### src/rtl/pcs_pkg.sv
// ----------------------------------------------------------------------------
// pcs_pkg: shared types, constants and table builders
// Mode codes, register indexes, side-band struct and the log2/exp2 table builders.
// ----------------------------------------------------------------------------
`default_nettype none

package pcs_pkg;

  localparam int TIB_DEFAULT = 6;

  typedef enum logic [1:0] {
    MODE_NONE  = 2'd0,
    MODE_POINT = 2'd1,
    MODE_AXIS  = 2'd2
  } mode_t;

  localparam logic REG_MODE  = 1'b0;
  localparam logic REG_POWER = 1'b1;

  // side-band info that rides along with every item
  typedef struct packed {
    logic [1:0] mode;
    logic       uneg;   // base u was negative
    logic       vzero;  // power forced to zero
  } side_t;

  function automatic logic [63:0] isqrt64(input logic [63:0] v_in);
    logic [63:0] v;
    logic [63:0] res;
    logic [63:0] bitv;
    v    = v_in;
    res  = '0;
    bitv = 64'd1 << 62;
    for (int s = 0; s < 32; s++) begin
      if (v >= res + bitv) begin
        v   = v - (res + bitv);
        res = (res >> 1) + bitv;
      end else begin
        res = res >> 1;
      end
      bitv = bitv >> 2;
    end
    return res;
  endfunction

  // log2(1 + i/N) in Q.16 by repeated squaring
  function automatic logic [16:0] log_entry(input int tib, input int i);
    logic [63:0] z;
    logic [63:0] acc;
    z   = 64'((1 << tib) + i) << (30 - tib);
    acc = '0;
    for (int j = 0; j < 16; j++) begin
      z   = (z * z) >> 30;
      acc = acc << 1;
      if (z >= (64'd1 << 31)) begin
        acc = acc | 64'd1;
        z   = z >> 1;
      end
    end
    if (i == (1 << tib)) begin
      acc = 64'd65536;
    end
    return 17'(acc);
  endfunction

  // 2^(i/N) in Q.30 as a product of square-root chain terms
  function automatic logic [31:0] exp_entry(input int tib, input int i);
    logic [63:0] r;
    logic [63:0] e;
    r = 64'd1 << 31;
    e = 64'd1 << 30;
    for (int j = 1; j <= tib; j++) begin
      r = isqrt64(r << 30);
      if (((i >> (tib - j)) & 1) != 0) begin
        e = (e * r) >> 30;
      end
    end
    if (i == (1 << tib)) begin
      e = 64'd1 << 31;
    end
    return 32'(e);
  endfunction

  // linear step from a toward b, magnitude truncated
  function automatic logic [31:0] lerp(input logic [31:0] a, input logic [31:0] b,
                                       input logic [15:0] rem, input int rb);
    logic [63:0] d;
    logic [63:0] pr;
    if (b >= a) begin
      d  = 64'(b - a);
      pr = (d * 64'(rem)) >> rb;
      return a + 32'(pr);
    end
    d  = 64'(a - b);
    pr = (d * 64'(rem)) >> rb;
    return a - 32'(pr);
  endfunction

endpackage

`default_nettype wire

### src/rtl/pcs_exp.sv
// ----------------------------------------------------------------------------
// pcs_exp: two-stage exp2 of the scaled log
// Split t, fetch table pair, interpolate; shift is applied downstream.
// ----------------------------------------------------------------------------
`default_nettype none

module pcs_exp import pcs_pkg::*; #(
  parameter int TIB = TIB_DEFAULT
) (
  input  logic               clk,
  input  logic [1:0]         en,
  input  logic signed [31:0] tval,
  input  side_t              side_in,
  output logic [31:0]        ef,
  output logic               huge,
  output logic               shz,
  output logic [5:0]         sh,
  output side_t              side_out
);

  localparam int N = 1 << TIB;
  localparam int R = 16 - TIB;

  logic [31:0] et [N+1];
  for (genvar gi = 0; gi <= N; gi++) begin : g_et
    assign et[gi] = exp_entry(TIB, gi);
  end

  // stage G
  logic signed [15:0] ti;
  logic signed [16:0] shv;
  logic [TIB:0]       idx0, idx1;
  logic [31:0]        a_r, b_r;
  logic [15:0]        rem_r;
  logic               huge_g_r, shz_g_r;
  logic [5:0]         sh_g_r;
  side_t              side_g_r;

  assign ti   = tval[31:16];
  assign shv  = 17'sd15 - {ti[15], ti};
  assign idx0 = {1'b0, tval[15:R]};
  assign idx1 = idx0 + 1'b1;

  always_ff @(posedge clk) begin
    if (en[0]) begin
      a_r      <= et[idx0];
      b_r      <= et[idx1];
      rem_r    <= 16'(tval[R-1:0]);
      huge_g_r <= (ti > 16'sd2);
      shz_g_r  <= (shv > 17'sd40);
      sh_g_r   <= shv[5:0];
      side_g_r <= side_in;
    end
  end

  // stage H
  logic [31:0] ef_r;
  logic        huge_h_r, shz_h_r;
  logic [5:0]  sh_h_r;
  side_t       side_h_r;

  always_ff @(posedge clk) begin
    if (en[1]) begin
      ef_r     <= lerp(a_r, b_r, rem_r, R);
      huge_h_r <= huge_g_r;
      shz_h_r  <= shz_g_r;
      sh_h_r   <= sh_g_r;
      side_h_r <= side_g_r;
    end
  end

  assign ef       = ef_r;
  assign huge     = huge_h_r;
  assign shz      = shz_h_r;
  assign sh       = sh_h_r;
  assign side_out = side_h_r;

endmodule

`default_nettype wire
### config.mk
export PLATFORM = sky130hd
export DESIGN_NAME = pcs_exp
export DESIGN_NICKNAME = d
export VERILOG_FILES = /design/src/rtl/pcs_pkg.sv /design/src/rtl/pcs_exp.sv
export SDC_FILE = /design/constraint.sdc
export NUM_CORES = 2
export LEC_CHECK = 0
export BUFFER_PORTS_ARGS = -buffer_cell sky130_fd_sc_hd__buf_2
export CORE_MARGIN = 2
export CORE_UTILIZATION = 30
export CTS_CLUSTER_DIAMETER = 40
export DETAILED_ROUTE_END_ITERATION = 12
export GPL_ROUTABILITY_DRIVEN = 0
export PLACE_DENSITY = 0.45
export SYNTH_ARGS = -nofsm -noshare
export SYNTH_HDL_FRONTEND = slang
export SYNTH_SLANG_ARGS = --single-unit
### constraint.sdc
create_clock -name clk -period 10.1 [get_ports clk]
set_input_delay 0.505 -clock clk [delete_from_list [all_inputs] [get_ports clk]]
set_output_delay 0.505 -clock clk [all_outputs]
set_load 0.005 [all_outputs]
==> impl_results.md <==
- Number of hold buffers added after CTS: 0
- Die area: 125000 um2
- Area growth from synthesis to layout: 24.0%
- Register area share after synthesis: 0.105
- Site Rows: 128
- Routed len/inst: 19.7 um
- Max-Cap Viols: 0
- ANT nets after route: 0
- WP buf/inv: 10
- H-tree levels: 4
- Total CTS buffers: 17
- Fillers: 12800
- CP endpoint kind: register
- PortBufs: 82
- Gr ovfl total: 0
- CP Data Arrival Time: 10.86 ns
- GRT Util Overall: 0.211
- DP Worst Slack: -0.794 ns
- Clk sinks: 128
- Global-route wire length before repair: 206000 um
- Post-synth top area cell: fa_1
- Vias: 32800
- Drt drc: 0
- Main flop type after synthesis: edfxtp_1
- Cell count after synthesis: 4381
- Req. time, crit path: 10.35 ns
- Syn_area_per_cell: 8.34 um2
- Vias in the first global route: 34800
- Failing checks: negative setup slack
- CTS clk-pin slew, worst paths: 0.08 ns
- Core ar.: 121000 um2
- Die width: 353 um
- Asr flop ratio synth: 0
- Max Clock Skew: 0.0208 ns
- First-pass DRT Iterations: 5
- Final setup fails: 8
- Layout Nets: 5825
- Yosys cell types: 103
- Worst rel slew slack: 0.261
- Slowest CP cell: fa_1
- Final WS setup: -0.510 ns
- CP Max Fanout: 6
- Fin. Hold Viols: 0
- DR vias/cell: 4.99
- Synthesized area: 36500 um2
- Dpl hpwl: 106000 um
- Clk buf depth: 2
- Most frequent cells in the layout: 674 x buf_4, 632 x inv_1, 545 x nand2_1, 544 x fa_1, 298 x and2_1
- Clk_lat worst skew: 0.50 ns
- Critical Path Source Type: register
- Crit-path max cell delay: 0.58 ns
- Syn nets: 5266
- Status: complete, but fails checks
- Die H: 353 um
- Max Fclk: 0.0942 GHz
- Tmin final: 10.61 ns
- Top cell type's share of synthesized area: 0.301
- Initial Util: 0.301
- #FFs+latches synth: 128
- TritonCTS clock tree: done
- Tcrit/Tclk final: 1.05
- Top cells by area, synth: fa_1 30%, edfxtp_1 11%, ha_1 10%, inv_1 6.5%, nand2_1 5.7%
- CTS Root Cell: clkbuf_16
- Crit path top cell by count: buf_4
- Most common cell after layout, fill and taps aside: buf_4
- DR iter-0 viols: 2636
- RSZ-0062 raised after global routing: yes
- Ys Warns: 0
- Routed wire length: 129000 um
- Critical path's top delay family: compound AO/OA/AOI/OAI gates
- Largest net degree at the start of global routing: 91
- Post-synth EDFFs: 128
- Worst-Margin Slew: 1.10 ns
- Antenna violations before repair: 2
- Worst hold path type: in2reg
- Share of cells above drive strength 1: 0.213
- Crit Path Class: reg2reg
- Io pins: 83
- Max Transition Viols Final: 0
-- area by class of cell --
class	instances	area (um2)	share of cell area
Clock buffer	17	425	0.00939
Tap cell	1625	2030	0.0449
Timing Repair Buffer	783	5940	0.131
Inverter	638	2390	0.0528
Antenna cell	1	2.50	0.0000552
Sequential cell	128	3840	0.0848
Multi-Input combinational cell	3372	30500	0.673
Clock inverter	15	199	0.00439
-- metrics by stage --
stage	utilization	instances	hold WS (ns)	setup TNS [ns]	cell area [um2]
3_3_place_gp	0.358	6508	0.401	-5.07	43500
4_1_cts	0.370	6565	0.132	-2.61	44900
5_1_grt	0.373	6578	0.148	-9.89	45300
2_1_floorplan	-	4381	0.400	-0.0148	36800
3_5_place_dp	0.358	6508	0.405	-6.06	43500
6_report	0.373	6579	0.173	-1.74	45300
-- registers in the layout, summed over array words and instances, names as in the netlist --
| name | flops |
|---|---|
| sh | 6 |
| side_out | 4 |
| ef | 32 |
| a_r | 30 |
| sh_g_r | 6 |
| rem_r | 10 |
| huge | 1 |
| b_r | 32 |
| shz | 1 |
| huge_g_r | 1 |
| shz_g_r | 1 |
| side_g_r | 4 |
-- per-layer routing --
metal	track usage	routed length, um	vias to the layer above
met1	0.289	58600	16400
li1	-	-	15500
met3	0.0208	5430	143
met5	0	20	-
met2	0.350	61000	773
met4	0.0693	4230	2
-- cell families after synthesis --
logic type / after synthesis / synth area share
muxes: 21 / 0.00894
AOI/OAI and AO/OA: 920 / 0.161
DFF: 128 / 0.105
buffers and inverters: 881 / 0.0924
xor gates and xnor gates: 164 / 0.0399
and+or+nand+nor: 1421 / 0.190
adders and majority gates: 846 / 0.402
-- cells in the mapped netlist, types with 10 or more instances --
cell      instances
clkbuf_1        203
nand4_1          12
and3_1           27
a311oi_1         23
fa_1            549
xnor2_1         106
o31ai_1          23
o21ai_0         202
nand3_1          81
o311ai_0         20
a21o_1           66
o211ai_1         55
a211oi_1         48
and2_1          298
xor2_1           55
a31oi_1          41
ha_1            297
or3_1            22
o21bai_1         22
nand2_1         553
nor2b_1          20
nand2b_1         22
a21oi_1         280
o21a_1           36
nor2_1          226
edfxtp_1        128
a21boi_0         10
buf_1            30
a221oi_1         10
inv_1           637
nor3_1           75
nor4_1           12
-- repair_timing --
| action | 4_1_cts | 5_1_grt |
|---|---|---|
| setup endpoints to repair | 18 | 21 |
| buffers inserted | 27 | 13 |
| pin swaps | 63 | 32 |
| resized for setup | 113 | 72 |
-- path summary, 6_finish.rpt --
check	from	to	slack, ns	cells after the start
hold / removal	tval[9]	rem_r[9]	0.17	1
setup reg to reg	a_r[0]	ef[30]	-0.51	45
hold reg to reg	sh_g_r[0]	sh[0]	0.42	0
setup / recovery	a_r[0]	ef[30]	-0.51	45
-- worst register-to-register path, delay by kind of cell (launching register included) --
family | cells | cell delay (ns)
AND/OR/NAND/NOR | 4 | 0.44
AO/OA/AOI/OAI | 19 | 3.89
XOR/XNOR | 2 | 0.29
multiplexers | 1 | 0.39
flip-flops | 1 | 0.38
adder cells (fa/ha/maj) | 9 | 3.67
buffers and inverters | 10 | 1.31
Power is left out: the tool's default activity adds up to more than one toggle a clock period on the data nets, which glitch-free logic cannot reach.
