<file path="config.mk">
export PLATFORM = sky130hd
export DESIGN_NAME = pcs_mul
export DESIGN_NICKNAME = d
export VERILOG_FILES = /design/src/rtl/pcs_pkg.sv /design/src/rtl/pcs_mul.sv
export SDC_FILE = /design/constraint.sdc
export NUM_CORES = 2
export LEC_CHECK = 0
export ABC_AREA = 1
export BUFFER_PORTS_ARGS = -buffer_cell sky130_fd_sc_hd__buf_2
export CAP_MARGIN = 20
export CORE_ASPECT_RATIO = 1.5
export CORE_MARGIN = 5
export CORE_UTILIZATION = 55
export DETAILED_ROUTE_END_ITERATION = 16
export HOLD_SLACK_MARGIN = 0.15
export PLACE_DENSITY = 0.72
export SLEW_MARGIN = 0
export SYNTH_ARGS = -nofsm -noshare
export SYNTH_HDL_FRONTEND = slang
export SYNTH_SLANG_ARGS = --single-unit
</file>
<file path="constraint.sdc">
create_clock -name clk -period 10.71 [get_ports clk]
set_input_delay 1.071 -clock clk [delete_from_list [all_inputs] [get_ports clk]]
set_output_delay 1.071 -clock clk [all_outputs]
set_load 0.02 [all_outputs]
</file>
<file path="src/rtl/pcs_pkg.sv">
// ----------------------------------------------------------------------------
// pcs_pkg: shared types, constants and table builders
// Mode codes, register indexes, side-band struct and the log2/exp2 table builders.
// ----------------------------------------------------------------------------
`default_nettype none

package pcs_pkg;

  localparam int TIB_DEFAULT = 6;

  typedef enum logic [1:0] {
    MODE_NONE  = 2'd0,
    MODE_POINT = 2'd1,
    MODE_AXIS  = 2'd2
  } mode_t;

  localparam logic REG_MODE  = 1'b0;
  localparam logic REG_POWER = 1'b1;

  // side-band info that rides along with every item
  typedef struct packed {
    logic [1:0] mode;
    logic       uneg;   // base u was negative
    logic       vzero;  // power forced to zero
  } side_t;

  function automatic logic [63:0] isqrt64(input logic [63:0] v_in);
    logic [63:0] v;
    logic [63:0] res;
    logic [63:0] bitv;
    v    = v_in;
    res  = '0;
    bitv = 64'd1 << 62;
    for (int s = 0; s < 32; s++) begin
      if (v >= res + bitv) begin
        v   = v - (res + bitv);
        res = (res >> 1) + bitv;
      end else begin
        res = res >> 1;
      end
      bitv = bitv >> 2;
    end
    return res;
  endfunction

  // log2(1 + i/N) in Q.16 by repeated squaring
  function automatic logic [16:0] log_entry(input int tib, input int i);
    logic [63:0] z;
    logic [63:0] acc;
    z   = 64'((1 << tib) + i) << (30 - tib);
    acc = '0;
    for (int j = 0; j < 16; j++) begin
      z   = (z * z) >> 30;
      acc = acc << 1;
      if (z >= (64'd1 << 31)) begin
        acc = acc | 64'd1;
        z   = z >> 1;
      end
    end
    if (i == (1 << tib)) begin
      acc = 64'd65536;
    end
    return 17'(acc);
  endfunction

  // 2^(i/N) in Q.30 as a product of square-root chain terms
  function automatic logic [31:0] exp_entry(input int tib, input int i);
    logic [63:0] r;
    logic [63:0] e;
    r = 64'd1 << 31;
    e = 64'd1 << 30;
    for (int j = 1; j <= tib; j++) begin
      r = isqrt64(r << 30);
      if (((i >> (tib - j)) & 1) != 0) begin
        e = (e * r) >> 30;
      end
    end
    if (i == (1 << tib)) begin
      e = 64'd1 << 31;
    end
    return 32'(e);
  endfunction

  // linear step from a toward b, magnitude truncated
  function automatic logic [31:0] lerp(input logic [31:0] a, input logic [31:0] b,
                                       input logic [15:0] rem, input int rb);
    logic [63:0] d;
    logic [63:0] pr;
    if (b >= a) begin
      d  = 64'(b - a);
      pr = (d * 64'(rem)) >> rb;
      return a + 32'(pr);
    end
    d  = 64'(a - b);
    pr = (d * 64'(rem)) >> rb;
    return a - 32'(pr);
  endfunction

endpackage

`default_nettype wire

</file>
<file path="src/rtl/pcs_mul.sv">
// ----------------------------------------------------------------------------
// pcs_mul: two-stage exponent scaling
// t = sign(L) * ((|L| * kf) >> ksh), multiply then shift.
// ----------------------------------------------------------------------------
`default_nettype none

module pcs_mul import pcs_pkg::*; (
  input  logic               clk,
  input  logic [1:0]         en,
  input  logic signed [21:0] lval,
  input  side_t              side_in,
  input  logic [31:0]        kf,
  input  logic [5:0]         ksh,
  output logic signed [31:0] tval,
  output side_t              side_out
);

  logic [20:0] lmag;
  logic [52:0] prod_r;
  logic        lneg_r;
  side_t       side_e_r;

  assign lmag = lval[21] ? 21'(-lval) : 21'(lval);

  always_ff @(posedge clk) begin
    if (en[0]) begin
      prod_r   <= 53'(lmag) * 53'(kf);
      lneg_r   <= lval[21];
      side_e_r <= side_in;
    end
  end

  logic [52:0] tmag;
  logic [31:0] t_nxt;
  logic signed [31:0] t_r;
  side_t       side_f_r;

  assign tmag  = prod_r >> ksh;
  assign t_nxt = lneg_r ? -32'(tmag) : 32'(tmag);

  always_ff @(posedge clk) begin
    if (en[1]) begin
      t_r      <= $signed(t_nxt);
      side_f_r <= side_e_r;
    end
  end

  assign tval     = t_r;
  assign side_out = side_f_r;

endmodule

`default_nettype wire

</file>
==> impl_metrics.csv <==
group,metric,value,unit
worst_setup_path,crit_path_frequent_cell,"inv_1",
worst_setup_path,crit_cells,33,
finish,synthToLayoutAreaGrowth,4.00,%
worst_setup_path,path_max_fanout,17,
status,status,"completed",
min_path,hold_path_end,"side_out[0]",
timing,tightest_slew,1100,ps
timing,max_freq,0.106,GHz
yosys,synth_cells,3838,
min_path,holdPathStages,0,
worst_setup_path,r2r_cells,15,
timing,slew_violations,0,
worst_setup_path,worstSetupPathType,"input pin to flip-flop",
timing,slew_headroom,26.6,%
worst_setup_path,worstSetupStartpointType,"input pin",
timing,rsz0062_at_grt,"false",
finish,antenna_cells,0,
yosys,async_flop_share,0,%
placement,portBuffers,102,
worst_setup_path,cp.required,10830,ps
clock_tree,ctsHoldBuffers,0,
worst_setup_path,r2r_slack,7850,ps
placement,gp_congestion,1.00,
yosys,synth_area,29100,sq um
yosys,yosysUniqueCellTypes,47,
finish,layout.nets,4608,
placement,dp_worst_setup_slack,970,ps
clock_tree,cts_buffer_depth,2,
yosys,ys_ff_latch,94,
yosys,yosys_most_used_dff,"edfxtp_1",
yosys,synth_nets,4637,
clock_tree,clock_latency,370,ps
flow_run,maxCapViolations,0,
min_path,hold_class,"flip-flop to flip-flop",
grt,grt_usage,31.8,%
grt,overflow,0,
detailed_routing,dr.pass1.iters,7,
detailed_routing,wirelength,89.7,mm
clock_tree,cts_resized,0,
clock_tree,cts_buffers,9,
timing,setup_slack,1270,ps
min_path,min_from,"side_e_r[0]",
grt,grt_pass1_wl,143,mm
floorplan,io-pin-count,103,
yosys,yosysSeqAreaShare,9.70,%
clock_tree,cts.sinks,94,
yosys,ys_warn_count,0,
yosys,synth_area_leaders,"fa_1 (39%), nand2_1 (13%), inv_1 (10%), edfxtp_1 (9.7%), ha_1 (7.1%)",
grt,grt_pass1_vias,26900,
yosys,yosys.area_share.xor_xnor,2.22,%
worst_setup_path,path_delay_family,"adder cells",
timing,finalHoldViolCount,0,
detailed_routing,drtIter0Drc,1979,
clock_tree,cts_tree,"yes",
yosys,synth-edff-count,94,
yosys,postSynthAreaPerCell,7.58,sq um
worst_setup_path,cp_slowest_cell,"xor2_1",
floorplan,die-area,57700,sq um
floorplan,coreArea,52600,sq um
detailed_routing,drtAntennaViolNets,0,
yosys,muxShareOfSynthArea,0,%
clock_tree,clockRootBuffer,"clkbuf_16",
floorplan,die_h,292,microns
worst_setup_path,critPathCaptureType,"flip-flop",
yosys,synth.top_cell.area_share,39.0,%
worst_setup_path,reg2reg_from,"prod_r[36]",
timing,min_period,9440,ps
yosys,synth_top_family_by_area,"adder cells",
timing,skew,9.77,ps
yosys,synth_top_area_cell,"fa_1",
timing,setup_violations,0,
timing,fin_tns_setup,0,ps
detailed_routing,wl_per_cell,19.9,microns
placement,hpwl,73.4,mm
floorplan,die_w,198,microns
detailed_routing,drc,0,
clock_tree,path_clk_slew,70,ps
yosys,synth-adder-area-share,46.1,%
floorplan,row_count,103,
worst_setup_path,path_buf_inv,11,
clock_tree,post_cts_buffers,0,
detailed_routing,via_count,25500,
clock_tree,ctsHtreeMaxLevel,3,
timing,finalCritPeriodShare,88.1,%
detailed_routing,viasPerCell,5.67,
worst_setup_path,cp.arrival,9560,ps
worst_setup_path,r2r-end,"tval[18]",
worst_setup_path,slowest_delay,720,ps
yosys,synth_compound_area_share,3.93,%
floorplan,start_util,55.3,%
yosys,yosys.area_share.simple,25.1,%
grt,grt_max_degree,59,
grt,antenna_found_initial,0,
finish,drive_gt1_share,5.27,%
-- worst reg2reg max path, delay by kind of cell, from the launching register on --
family / cells / cell delay (ps)
AO/OA/AOI/OAI: 1 / 160
adder cells (fa/ha/maj): 1 / 230
flip-flops: 1 / 390
AND/OR/NAND/NOR: 13 / 1820
-- cell usage in the layout (no fill, tap or decap), types with 2 or more instances in the layout --
cell type and count:
o21a_1 7, nor2_2 6, or2_2 4, inv_6 3, a21oi_1 70, nand2_2 13
o21ai_2 6, nand2_1 1004, xnor2_1 21, nor3_2 2, nand3b_1 7, a21boi_0 5
buf_4 30, edfxtp_1 94, inv_2 11, clkbuf_16 9, fa_1 567, xor2_2 2
o21ai_0 59, a31oi_1 17, ha_1 165, buf_2 102, nor4_1 8, clkinv_1 7
xor2_1 49, nor3_1 7, o21bai_1 4, nand3_2 2, nor2_1 351, nand4_1 8
a21boi_1 2, o21ai_1 14, nand3_1 358, inv_8 3, inv_1 772, a21o_1 10
-- flip-flops by register name, indices dropped and copies added (netlist names) --
| signal | cells |
|---|---|
| prod_r | 53 |
| tval | 32 |
| side_e_r | 4 |
| side_out | 4 |
| lneg_r | 1 |
-- kinds of logic (layout without fill, tap and decap cells) --
group,count (synthesis),count (layout)
AND/OR/NAND/NOR,1775,1775
AO/OA/AOI/OAI,199,199
flip-flops,94,94
adder cells (fa/ha/maj),732,732
XOR/XNOR,73,73
buffers and inverters,965,941
-- routing by layer --
| layer | track usage, % | routed length, microns | share of wire [%] |
|---|---|---|---|
| met4 | 20.0 | 7500 | 8.4 |
| met5 | 0 | 0 | 0 |
| met2 | 56.1 | 45000 | 50 |
| met1 | 35.9 | 30700 | 34 |
| met3 | 4.63 | 6550 | 7.3 |
-- metrics by stage --
step | hold WS, ps | utilization [%] | instances | cell area (sq um)
3_5_place_dp | 407 | 56.9 | 4478 | 29900
4_1_cts | 425 | 57.5 | 4494 | 30200
5_1_grt | 429 | 57.5 | 4496 | 30300
2_1_floorplan | 400 | - | 3838 | 29100
6_report | 424 | 57.5 | 4496 | 30300
3_3_place_gp | 406 | 56.9 | 4478 | 29900
-- worst max-delay path by stage --
stage / from / end / slack [ps]
6_report: lval[1] / prod_r[47] / 1270
4_1_cts: lval[1] / prod_r[47] / 1370
3_5_place_dp: lval[1] / prod_r[47] / 970
5_1_grt: lval[1] / prod_r[47] / 840
2_1_floorplan: lval[0] / prod_r[46] / 2450
3_3_place_gp: lval[1] / prod_r[47] / 1070
-- cell usage after synthesis (all sizes together) (8+ instances only) --
cell,instances
nor3,10
nand3,360
nor4,8
clkbuf,106
inv,785
nand4,8
xor2,52
fa,567
ha,165
nand2,1018
o21ai,79
edfxtp,94
xnor2,21
a21oi,70
buf,67
a31oi,17
nor2,357
a21o,10
-- final cells by class --
class	count	area, sq um
tap	682	853
clock buffer	9	225
inverter	792	2980
fill	4988	22300
timing repair buffer	133	763
multi-input combinational	2779	22500
sequential	94	2820
clock inverter	7	75.1
Power is not shown: default switching activity piles up to over one toggle a cycle in this logic, so the estimate is an artifact.
