--- src/rtl/pcs_pkg.sv ---
// ----------------------------------------------------------------------------
// pcs_pkg: shared types, constants and table builders
// Mode codes, register indexes, side-band struct and the log2/exp2 table builders.
// ----------------------------------------------------------------------------
`default_nettype none

package pcs_pkg;

  localparam int TIB_DEFAULT = 6;

  typedef enum logic [1:0] {
    MODE_NONE  = 2'd0,
    MODE_POINT = 2'd1,
    MODE_AXIS  = 2'd2
  } mode_t;

  localparam logic REG_MODE  = 1'b0;
  localparam logic REG_POWER = 1'b1;

  // side-band info that rides along with every item
  typedef struct packed {
    logic [1:0] mode;
    logic       uneg;   // base u was negative
    logic       vzero;  // power forced to zero
  } side_t;

  function automatic logic [63:0] isqrt64(input logic [63:0] v_in);
    logic [63:0] v;
    logic [63:0] res;
    logic [63:0] bitv;
    v    = v_in;
    res  = '0;
    bitv = 64'd1 << 62;
    for (int s = 0; s < 32; s++) begin
      if (v >= res + bitv) begin
        v   = v - (res + bitv);
        res = (res >> 1) + bitv;
      end else begin
        res = res >> 1;
      end
      bitv = bitv >> 2;
    end
    return res;
  endfunction

  // log2(1 + i/N) in Q.16 by repeated squaring
  function automatic logic [16:0] log_entry(input int tib, input int i);
    logic [63:0] z;
    logic [63:0] acc;
    z   = 64'((1 << tib) + i) << (30 - tib);
    acc = '0;
    for (int j = 0; j < 16; j++) begin
      z   = (z * z) >> 30;
      acc = acc << 1;
      if (z >= (64'd1 << 31)) begin
        acc = acc | 64'd1;
        z   = z >> 1;
      end
    end
    if (i == (1 << tib)) begin
      acc = 64'd65536;
    end
    return 17'(acc);
  endfunction

  // 2^(i/N) in Q.30 as a product of square-root chain terms
  function automatic logic [31:0] exp_entry(input int tib, input int i);
    logic [63:0] r;
    logic [63:0] e;
    r = 64'd1 << 31;
    e = 64'd1 << 30;
    for (int j = 1; j <= tib; j++) begin
      r = isqrt64(r << 30);
      if (((i >> (tib - j)) & 1) != 0) begin
        e = (e * r) >> 30;
      end
    end
    if (i == (1 << tib)) begin
      e = 64'd1 << 31;
    end
    return 32'(e);
  endfunction

  // linear step from a toward b, magnitude truncated
  function automatic logic [31:0] lerp(input logic [31:0] a, input logic [31:0] b,
                                       input logic [15:0] rem, input int rb);
    logic [63:0] d;
    logic [63:0] pr;
    if (b >= a) begin
      d  = 64'(b - a);
      pr = (d * 64'(rem)) >> rb;
      return a + 32'(pr);
    end
    d  = 64'(a - b);
    pr = (d * 64'(rem)) >> rb;
    return a - 32'(pr);
  endfunction

endpackage

`default_nettype wire

--- src/rtl/pcs_log.sv ---
// ----------------------------------------------------------------------------
// pcs_log: three-stage log2 of the base magnitude
// Leading-one normalize, table fetch, interpolate and add exponent.
// ----------------------------------------------------------------------------
`default_nettype none

module pcs_log import pcs_pkg::*; #(
  parameter int TIB = TIB_DEFAULT
) (
  input  logic               clk,
  input  logic [2:0]         en,
  input  logic [16:0]        mag,
  input  side_t              side_in,
  output logic signed [21:0] lval,
  output side_t              side_out
);

  localparam int N = 1 << TIB;
  localparam int R = 16 - TIB;

  logic [16:0] lt [N+1];
  for (genvar gi = 0; gi <= N; gi++) begin : g_lt
    assign lt[gi] = log_entry(TIB, gi);
  end

  // stage B
  logic [4:0]  e_nxt, e_b_r;
  logic [15:0] f_nxt, f_r;
  logic [32:0] shv;
  side_t       side_b_r;

  always_comb begin
    e_nxt = '0;
    for (int b = 1; b < 17; b++) begin
      if (mag[b]) e_nxt = 5'(b);
    end
    shv   = {16'd0, mag} << (5'd16 - e_nxt);
    f_nxt = shv[15:0];
  end

  always_ff @(posedge clk) begin
    if (en[0]) begin
      e_b_r    <= e_nxt;
      f_r      <= f_nxt;
      side_b_r <= side_in;
    end
  end

  // stage C: table fetch
  logic [TIB:0] idx0, idx1;
  logic [16:0]  a_r, b_r;
  logic [15:0]  rem_r;
  logic [4:0]   e_c_r;
  side_t        side_c_r;

  assign idx0 = {1'b0, f_r[15:R]};
  assign idx1 = idx0 + 1'b1;

  always_ff @(posedge clk) begin
    if (en[1]) begin
      a_r      <= lt[idx0];
      b_r      <= lt[idx1];
      rem_r    <= 16'(f_r[R-1:0]);
      e_c_r    <= e_b_r;
      side_c_r <= side_b_r;
    end
  end

  // stage D: interpolate, add integer part (e - 15)
  logic [31:0] val;
  logic [21:0] l_nxt;
  logic signed [21:0] l_r;
  side_t       side_d_r;

  assign val   = lerp(32'(a_r), 32'(b_r), rem_r, R);
  assign l_nxt = 22'({e_c_r, 16'd0}) - 22'(983040) + 22'(val);

  always_ff @(posedge clk) begin
    if (en[2]) begin
      l_r      <= $signed(l_nxt);
      side_d_r <= side_c_r;
    end
  end

  assign lval     = l_r;
  assign side_out = side_d_r;

endmodule

`default_nettype wire

--- config.mk ---
export PLATFORM = sky130hd
export DESIGN_NAME = pcs_log
export DESIGN_NICKNAME = d
export VERILOG_FILES = /design/src/rtl/pcs_pkg.sv /design/src/rtl/pcs_log.sv
export SDC_FILE = /design/constraint.sdc
export NUM_CORES = 1
export LEC_CHECK = 0
export BUFFER_PORTS_ARGS = -buffer_cell sky130_fd_sc_hd__buf_2
export CORE_ASPECT_RATIO = 1.75
export CORE_MARGIN = 2
export CORE_UTILIZATION = 57
export DETAILED_ROUTE_END_ITERATION = 8
export HOLD_SLACK_MARGIN = 0.15
export PLACE_DENSITY = 0.74
export SKIP_CTS_REPAIR_TIMING = 1
export SLEW_MARGIN = 20
export SYNTH_ARGS = -nofsm -noshare
export SYNTH_HDL_FRONTEND = slang
export SYNTH_SLANG_ARGS = --single-unit
--- constraint.sdc ---
create_clock -name clk -period 22.4 [get_ports clk]
set_input_delay 4.48 -clock clk [delete_from_list [all_inputs] [get_ports clk]]
set_output_delay 4.48 -clock clk [all_outputs]
set_load 0.01 [all_outputs]
==> run metrics, run 1 <==
share of cells above drive strength 1 6.25%; post-DP HPWL 51700 um; Worst Setup Slack, final 9.44 ns; Core Region 0.0393 sq mm; CTS Sinks 103; storage element area 0.00309 sq mm; port bufs 50; fillcell total 3457; Startpoint Class register; wire length on met3 3430 um; worst path required time 22.51 ns; status finished clean; area occupied by multi-input gates 0.0175 sq mm; Rows 96; die width 155 um; final instance area 0.0238 sq mm; global route overflow 0; flop and latch count out of synthesis 103; Ant. Diodes 0; M1 wire length 21600 um; WL/cell 21.2 um; DR vias 18900; Final Max Slew Viols 0; clock latency on the worst-skew pair 0.36 ns; fmax 77.2 MHz; CTS tree built; Crit Path Class reg2reg; distinct cell type count after synthesis 92; TNS Setup 0 ns; critical path fanouts, max 10; worst path buffer plus inverter count 7; Post-synth top flop edfxtp_1; Final Skew 0.0183 ns; WL met2 34700 um; die area 0.0415 sq mm; crit path DAT 13.07 ns; Cell Area, Placed 0.0234 sq mm; Mapped Cells 2606; syn avg cell area 8.71 sq um; hold slack 0.419 ns; Vias/cell 6.14; initial drt markers 1311; Hold Fails Final Rpt 0; Yosys warning total 0; pre-CTS setup slack 9.72 ns; largest net degree at the start of global routing 69; post-route ant nets 0; final period utilization 57.9%; Synth-to-Final Area Change 4.67%; worst-margin pin slew 1.17 ns; H-Tree Depth 3; Post-synth EDFFs 103; syn_nets 3156; final WL 65200 um; initial core utilization 57.8%; Die Y 268 um; initial antenna violation count 0; Nets 3136; Slowest-stage cell, CP xor2_1; # Max-Cap Violations 0; Seq/Total Area, Yosys 13.6%; ys async rst share 0%; CTS max path bufs 2; CTS root buf clkbuf_16; RSZ-0062 raised after global routing no; Critical Path Max Stage Delay 0.79 ns; DRC viols 0; Synth Cell Area 0.0227 sq mm; top routing layer used met4; Setup violations, final 0; Clk pin slew, worst setup/hold paths 0.09 ns; 1st-pass router iterations 5; CP top delay family adder cells; Crit. End Element register; GP Congestion 0.979; first-pass GRT wire length 104000 um; final critical-path required period 12.96 ns; Worst Hold Class reg2reg; TritonCTS Buffers 9; I/O pin cnt 51; Relative slew margins 21.4%; Global Route Usage Sum 32.4%; vias in the first global route 19900
-- layer usage --
metal  up-vias  track usage (%)
met4         0             23.4
met3       282             3.24
met1      9384             33.6
li1       8465                -
met5         -                0
met2       798             60.2
-- registers in the layout, indices dropped and copies added, names as in the netlist --
register,cells
e_b_r,5
a_r,16
side_c_r,4
b_r,17
side_out,4
rem_r,10
side_b_r,4
e_c_r,5
f_r,16
lval,22
-- stage by stage --
step	util [%]	cells
global placement	59.7	3065
CTS	60.5	3081
floorplan	-	2606
finish	60.5	3081
global route	60.5	3081
detailed placement	59.7	3065
-- worst paths after layout --
check / startpoint / end / slack (ns) / depth (start not counted)
min reg2reg: e_b_r[3]$_DFFE_PP_ / e_c_r[3]$_DFFE_PP_ / 0.42 / 0
max: a_r[0]$_DFFE_PP_ / lval[21]$_DFFE_PP_ / 9.44 / 52
min: e_b_r[3]$_DFFE_PP_ / e_c_r[3]$_DFFE_PP_ / 0.42 / 0
max reg2reg: a_r[0]$_DFFE_PP_ / lval[21]$_DFFE_PP_ / 9.44 / 52
-- cell usage in the layout (no fill, tap or decap), types with 34 or more instances in the layout --
| cell | count |
|---|---|
| a21oi_1 | 160 |
| and2_1 | 180 |
| buf_2 | 49 |
| buf_4 | 43 |
| edfxtp_1 | 103 |
| fa_1 | 324 |
| ha_1 | 201 |
| inv_1 | 446 |
| nand2_1 | 296 |
| nor2_1 | 125 |
| nor3_1 | 45 |
| o21ai_0 | 96 |
| xnor2_1 | 67 |
| xor2_1 | 34 |
-- synthesized netlist by cell type (all sizes together) (9+ instances only) --
master  instances  share of area (%)
o311ai          9               0.35
mux4           12                1.2
nor3           45               0.99
nor2          126                2.1
a311oi         10               0.39
xnor2          71                2.8
o21a           11               0.36
a21o           20               0.66
nor4           10               0.30
edfxtp        103                 14
o22ai           9               0.25
buf            14               0.26
nor2b          19               0.52
xor2           35                1.4
fa            324                 29
and2          180                5.0
a211oi         31                1.1
a21boi          9               0.30
a31oi          16               0.51
o21bai         12               0.41
nand2         296                4.9
ha            201                 11
clkbuf        109                1.8
nand2b         14               0.39
a21oi         164                3.7
o211ai         20               0.66
mux2i          29                1.3
o21ai         102                2.2
inv           447                7.4
nand3          26               0.57
-- cell type report --
class	instances	area share, %
clock inverter	7	0.374
multi-input combinational	1932	73.6
clock buffer	9	0.948
timing repair buffer	92	2.39
tap	490	2.58
sequential	103	13.0
inverter	448	7.08
-- cell families after synthesis --
kind of cell / Yosys count / share of synthesized area (%)
buffers and inverters: 571 / 9.47
adder cells (fa/ha/maj): 525 / 39.6
flip-flops: 103 / 13.6
AND/OR/NAND/NOR: 774 / 16.7
XOR/XNOR: 106 / 4.12
AO/OA/AOI/OAI: 483 / 13.8
multiplexers: 44 / 2.62
Power of run 1 is not shown: default switching activity piles up to over one toggle a cycle in this logic, so the estimate is an artifact.
==> inputs of run 2 (changes only) <==
==> constraint.sdc (replaced) <==
create_clock -name clk -period 13.28 [get_ports clk]
set_input_delay 2.656 -clock clk [delete_from_list [all_inputs] [get_ports clk]]
set_output_delay 2.656 -clock clk [all_outputs]
set_load 0.01 [all_outputs]
==> run 2 against run 1 <==
  * Critical path type unchanged
  * Design area increased by 0.50%
  * Core utilization grew 0.30 points
  * Global-route usage grew 0.55 points
  * Worst setup slack lost 8.8 ns
  * Critical endpoint unchanged
==> run metrics, run 2 (same netlist as run 1, synthesis figures left out) <==
status finished clean; largest net degree at the start of global routing 69 (unchanged); hold slack 0.419 ns (+0.000471 ns); CTS tree built; Finished Core Util 60.8% (+0.30 points); Core Region 0.0393 sq mm (unchanged); worst-margin pin slew 1.23 ns (+0.0571 ns); critical path fanouts, max 10 (unchanged); post-DP HPWL 52400 um (+1.5%); Critical Path Stages 48 (-7.7%); Vias/cell 6.18 (+0.54%); share of cells above drive strength 1 6.86% (+0.60 points); CP top delay family adder cells; H-Tree Depth 3 (unchanged); die area 0.0415 sq mm (unchanged); Global Route Usage Sum 32.9% (+0.55 points); Final Max Slew Viols 0 (unchanged); Die Y 268 um (unchanged); Crit Path Class reg2reg; R2R cell count 48 (-7.7%); vias in the first global route 20500 (+2.8%); number of flip-flops in the largest register 22 (unchanged); most frequent cells in the layout 446 x inv_1, 324 x fa_1, 296 x nand2_1, 201 x ha_1, 180 x and2_1; most common cell after layout, fill and taps aside inv_1; Critical Path Max Stage Delay 0.86 ns (+0.07 ns); Relative slew margins 17.5% (-3.8 points); crit path DAT 12.78 ns (-0.29 ns); Nets 3141 (+0.16%); initial antenna violation count 1 (+1); die width 155 um (unchanged); top routing layer used met4; I/O pin cnt 51 (unchanged); worst path buffer plus inverter count 6 (-1); Rows 96 (unchanged); worst path required time 13.40 ns (-9.11 ns); initial drt markers 1330 (+1.4%); Setup violations, final 0 (unchanged); fmax 79.0 MHz (+2.4%); CTS root buf clkbuf_16; DR vias 19100 (+0.77%); global route overflow 0 (unchanged); Worst Hold Class reg2reg; final instance area 0.0239 sq mm (+0.50%); Crit. End Element register; final period utilization 95.3% (+37 points); wire length on met3 3690 um (+7.5%); Slowest-stage cell, CP xor2_1; initial core utilization 57.8% (unchanged); clock latency on the worst-skew pair 0.38 ns (+0.02 ns); CTS Sinks 103 (unchanged); final critical-path required period 12.66 ns (-0.301 ns); Final Skew 0.0155 ns (-0.00285 ns); 1st-pass router iterations 6 (+1); RSZ-0062 raised after global routing no; Hold Fails Final Rpt 0 (unchanged); port bufs 50 (unchanged); # Max-Cap Violations 0 (unchanged); first-pass GRT wire length 106000 um (+1.4%); DRC viols 0 (unchanged); TritonCTS Buffers 9 (unchanged); final WL 66300 um (+1.7%); TNS Setup 0 ns (unchanged); Cell Area, Placed 0.0235 sq mm (about the same); WL met2 34800 um (+0.13%); Startpoint Class register; CTS max path bufs 2 (unchanged); Clk pin slew, worst setup/hold paths 0.09 ns (about the same); post-route ant nets 0 (unchanged); M1 wire length 21200 um (-2.1%); Hold Path Depth 0 (unchanged); WL/cell 21.5 um (+1.4%); GP Congestion 1.04 (+6.2%); Synth-to-Final Area Change 5.19%
==> run 2: cell types whose count changed in the layout (fill, tap and decap cells not counted) <==
cell,before,now
xor2_2,1,3
xnor2_1,67,60
xor2_1,34,32
nor2_1,125,124
diode_2,0,2
nor2_2,1,2
a2111oi_1,1,2
buf_4,43,48
a211oi_2,2,3
a211oi_1,28,27
xnor2_2,4,11
a2111oi_0,3,2
==> run 2: path summary, 6_finish.rpt <==
check / from / to / slack (ns)
worst max-delay path: a_r[1]$_DFFE_PP_ / lval[21]$_DFFE_PP_ / 0.62
worst min-delay path: e_b_r[3]$_DFFE_PP_ / e_c_r[3]$_DFFE_PP_ / 0.42
worst max register to register: a_r[1]$_DFFE_PP_ / lval[21]$_DFFE_PP_ / 0.62
worst min register to register: e_b_r[3]$_DFFE_PP_ / e_c_r[3]$_DFFE_PP_ / 0.42
==> run 2: area by class of cell <==
| type | instances | area (sq um) |
|---|---|---|
| antenna | 2 | 5.00 |
| clock buffer | 9 | 225 |
| clock inverter | 7 | 88.8 |
| fill | 3402 | 15400 |
| inverter | 448 | 1680 |
| multi-input combinational | 1932 | 17600 |
| sequential | 103 | 3090 |
| tap | 490 | 613 |
| timing repair buffer | 97 | 606 |
==> run 2: metal layers <==
layer  up-vias  track usage, %
met2       827            60.9
met5         -               0
met4         0            27.2
li1       8498               -
met3       356            5.05
met1      9394            31.9
==> run 2: metrics by stage <==
step,worst slack [ns],cells
finish,0.620,3088
global route,0.0956,3086
CTS,0.668,3083
detailed placement,0.730,3067
global placement,1.08,3067
floorplan,2.70,2606
Power of run 2 is left out for the same reason.
